File: src/hdl/fltr_pkg.sv
// ----------------------------------------------------------------------------
// fltr_pkg
// Shared types and constants for the fix layer tile row renderer.
// ----------------------------------------------------------------------------
package fltr_pkg;

  localparam int PAL_DEPTH   = 256;
  localparam int PAL_AW      = 8;
  localparam int COLOUR_W    = 16;
  localparam int PIX_PER_ROW = 8;
  localparam int PIX_CNT_W   = 3;
  localparam int NIBBLE_W    = 4;

  localparam int DEF_SCREEN_COLS = 40;
  localparam int DEF_SCREEN_ROWS = 28;

  localparam int IN_TDATA_W  = 88;
  localparam int OUT_TDATA_W = 40;

  typedef enum logic {
    CMD_PAL_WRITE = 1'b0,
    CMD_DRAW      = 1'b1
  } cmd_t;

  typedef struct packed {
    logic                en;
    logic [PAL_AW-1:0]   addr;
    logic [COLOUR_W-1:0] data;
  } pal_wr_t;

  typedef struct packed {
    logic              en;
    logic [PAL_AW-1:0] addr;
  } pal_rd_t;

endpackage

File: src/hdl/fltr_palette.sv
// ----------------------------------------------------------------------------
// fltr_palette
// 256 x 16 palette RAM, one write and one registered read port. Entries
// never written since reset read as zero through a per-entry valid bit.
// ----------------------------------------------------------------------------
module fltr_palette (
  input  logic                          clk,
  input  logic                          rst,
  input  fltr_pkg::pal_wr_t             wr,
  input  fltr_pkg::pal_rd_t             rd,
  output logic [fltr_pkg::COLOUR_W-1:0] rd_data
);

  logic [fltr_pkg::COLOUR_W-1:0]  mem [fltr_pkg::PAL_DEPTH];
  logic [fltr_pkg::PAL_DEPTH-1:0] written;
  logic [fltr_pkg::COLOUR_W-1:0]  rd_reg;
  logic                           rd_hit;

  always_ff @(posedge clk) begin
    if (wr.en) begin
      mem[wr.addr] <= wr.data;
    end
    if (rd.en) begin
      rd_reg <= mem[rd.addr];
    end
  end

  always_ff @(posedge clk) begin
    if (rst) begin
      written <= '0;
      rd_hit  <= 1'b0;
    end else begin
      if (wr.en) begin
        written[wr.addr] <= 1'b1;
      end
      if (rd.en) begin
        rd_hit <= written[rd.addr];
      end
    end
  end

  assign rd_data = rd_hit ? rd_reg : '0;

endmodule
File: config.mk
export PLATFORM = sky130hd
export DESIGN_NAME = fltr_palette
export DESIGN_NICKNAME = d
export VERILOG_FILES = /design/src/hdl/fltr_pkg.sv /design/src/hdl/fltr_palette.sv
export SDC_FILE = /design/constraint.sdc
export NUM_CORES = 2
export LEC_CHECK = 0
export ABC_AREA = 1
export BUFFER_PORTS_ARGS = -buffer_cell sky130_fd_sc_hd__buf_4
export CAP_MARGIN = 20
export CORE_ASPECT_RATIO = 0.8
export CORE_MARGIN = 2
export CORE_UTILIZATION = 35
export DETAILED_ROUTE_END_ITERATION = 8
export MAX_ROUTING_LAYER = met4
export SLEW_MARGIN = 5
export SYNTH_ARGS = -nofsm -noshare
export SYNTH_HDL_FRONTEND = slang
export SYNTH_SLANG_ARGS = --single-unit
export TNS_END_PERCENT = 5
File: constraint.sdc
create_clock -name clk -period 4.8 [get_ports clk]
set_clock_uncertainty 0.1 [all_clocks]
set_input_delay 0.96 -clock clk [delete_from_list [all_inputs] [get_ports clk]]
set_output_delay 0.96 -clock clk [all_outputs]
set_load 0.02 [all_outputs]
==> reports/qor.txt <==
DIE HEIGHT: 632 um
Syn avg cell area: 12.3 um2
H-Tree Depth: 5
Library cells used by synthesis: 24
Top_reg_cell synth: edfxtp_1
Max Root-Sink Buffers: 4
CP Class: input pin to flip-flop
Top cell type by total area after synthesis: edfxtp_1
Remaining Overflow, GRT: 0
Root Buffer: clkbuf_16
Final hold slack: 280 ps
Design area: 197,000 um2
DR WL met2: 231,000 um
Max reg flops: 4,096
Unrepaired setup endpoints after global routing: false
PD cells: 408 nW/um2
Max incr delay on CP: 590 ps
Critical Path Source Type: input pin
Worst Min Path Start: rst
Hold WC Path Type: input pin to flip-flop
Setup TNS: 0 ps
# Post-CTS Setup Buffers: 0
CTS resizes: 0
Crit path DAT: 4500 ps
Initial antenna violation count: 23
Detail Route Antenna Nets: 0
Max-Cap Viols: 0
# setup viols final: 0
Critical path cell sequence: buf_8 -> inv_16 -> buf_12 -> buf_12 -> buf_12 -> o21ai_0 -> o22ai_1 -> nand2_1 -> nand3_1 -> nand3_1 -> nand3_1 -> nand3_1 -> nand2_1 -> nand2_1 -> nand2_1
Worst hold stages: 2
Area delta synth->final: 14.4%
Clk Latency, worst-skew pair: 1020 ps
Hpwl dp: 306,000 um
Final Non-Filler Cells: 21,048
Cells on worst reg2reg path: 10
Worst Path Buf+Inv: 5
Initial Util: 0.351
Post-route clock period utilization: 0.784
First-pass GRT wire length: 760,000 um
Core footprint: 491,000 um2
Share of cells above drive strength 1: 0.0959
Gp weighted congestion: 0.903
Number of enable flip-flop cells after synthesis: 4,112
Total Wirelength: 527,000 um
Final Hold Vio Count: 0
Register area share after synthesis: 0.746
Nets: 14,192
Die Wd: 789 um
Avg WL per Cell: 25.0 um
Vias in the first global route: 106,661
Worst relative slew slack: 0.172
Met3 routed WL: 59,400 um
Worst R2R Setup Slack: 2160 ps
DRT met1 WL: 220,000 um
Worst reg2reg startpoint: mem[126][6]
Net Count, Synth: 14,078
IO Port Bufs: 51
Slowest CP cell: nand3_1
Top Layer Used: met4
TritonRoute pass-1 iters: 6
DR vias/cell: 5.54
Die ar.: 498,000 um2
Static Leakage: 64.2 nW
Ys Warns: 0
CTS buffer count: 433
Total power: 80.5 mW
Top cell type's share of synthesized area: 0.716
Delay-heaviest family, CP: simple AND/OR/NAND/NOR gates
Worst Path Max Fanout: 66
Pre-CTS setup slack: 238 ps
Hold Buf Count CTS: 0
Critical Path Sink Type: flip-flop
Gate Count Post-Synth: 14,042
Setup ws final: 1040 ps
Clock Sink Count: 4,369
Fin util: 0.402
Peak VDD IR: 311 uV
Top Ports: 52
Synthesized flop and latch total: 4,369
Post-DP Area: 183,000 um2
Async set or reset register ratio after synthesis: 0
End of the worst register-to-register path: rd_reg[6]
Total GRT Usage: 0.209
Vias: 116,526
Min Clock Period, post-route: 3760 ps
Leading cell types by count after synthesis: edfxtp_1 (4,112), nor2_1 (2,831), o21ai_0 (1,974)
Worst-path clk slew: 60 ps
CTS tree: built
Worst Tran Pin Value: 1240 ps
Top post-synthesis cells by area: edfxtp_1 (72%), nor2_1 (6.2%), o21ai_0 (5.7%), o22ai_1 (3.7%), nand3_1 (3.6%)
Placed cells: 20,217
Largest net degree at the start of global routing: 146
Slew Limit Fails: 0
Status: completed
Hold EP: written[14]
DRT iter0 DRCs: 16,575
Post-synthesis cell area: 172,000 um2
Most frequent cell after synthesis: edfxtp_1
Maximum clock frequency: 266 MHz
Site Rows: 230
Worst EP required: 5540 ps
Remaining DRCs: 0
==> final cells by class <==
class	instances	area (um2)
antenna	13	32.5
multi-input combinational	8544	38900
inverter	106	460
clock inverter	236	2100
timing repair buffer	702	7070
sequential	4369	129000
tap	6496	8130
clock buffer	582	11900
fill	45454	293000
==> worst reg2reg max path: stages (launching register included) <==
cell      delay [ps]
edfxtp_1         350
o21ai_0          200
o22ai_1          130
nand2_1           70
nand3_1          190
nand3_1          170
nand3_1          470
nand3_1          250
nand2_1           80
nand2_1          240
nand2_1           90
==> cells in the final DEF (no fill, tap or decap), types with 2 or more instances in the layout <==
master and instances:
inv_6 8, inv_8 3, edfxtp_1 4112, dfxtp_1 257
nand3_1 1245, o22ai_1 1008, clkinv_1 89, a21oi_1 16
inv_2 17, buf_8 20, clkinvlp_4 7, diode_2 13
o21ai_0 1974, inv_1 81, nor2_1 2787, nand2_1 1404
clkbuf_8 30, buf_4 550, nor2_4 2, nor2_2 42
clkbuf_16 442, o21ai_1 58, clkinv_2 92, inv_16 7
buf_12 130, bufinv_16 28, clkbuf_1 110, nor3_1 3
o21ba_2 5, clkinv_16 8
==> per-layer routing <==
metal,vias to the layer above,GRT usage
met1,58156,0.299
met3,799,0.0418
met4,0,0.0616
li1,51354,-
met2,6217,0.303
met5,-,-
==> worst max-delay path by stage <==
| stage | start | end | depth (start not counted) |
|---|---|---|---|
| 2_1_floorplan | wr[24] | mem[105][0] | 6 |
| 3_3_place_gp | rd[1] | rd_reg[9] | 15 |
| 5_1_grt | rd[1] | rd_reg[9] | 15 |
| 4_1_cts | rd[1] | rd_reg[9] | 15 |
| 6_report | rd[1] | rd_reg[9] | 15 |
| 3_5_place_dp | rd[1] | rd_reg[9] | 15 |
==> report_power, final <==
part	internal, mW	switching [mW]	total (mW)	leakage (nW)
logic	1.26	3.87	5.13	18.2
clock network	18.9	14.6	33.5	6.87
registers	41.7	0.0605	41.8	39.0
==> cell families after synthesis <==
family / Yosys count / share of synthesized area
buffers and inverters: 1129 / 0.0291
AND/OR/NAND/NOR: 5483 / 0.128
AO/OA/AOI/OAI: 3061 / 0.0963
flip-flops: 4369 / 0.746
Power figures use the tool's default switching activity.
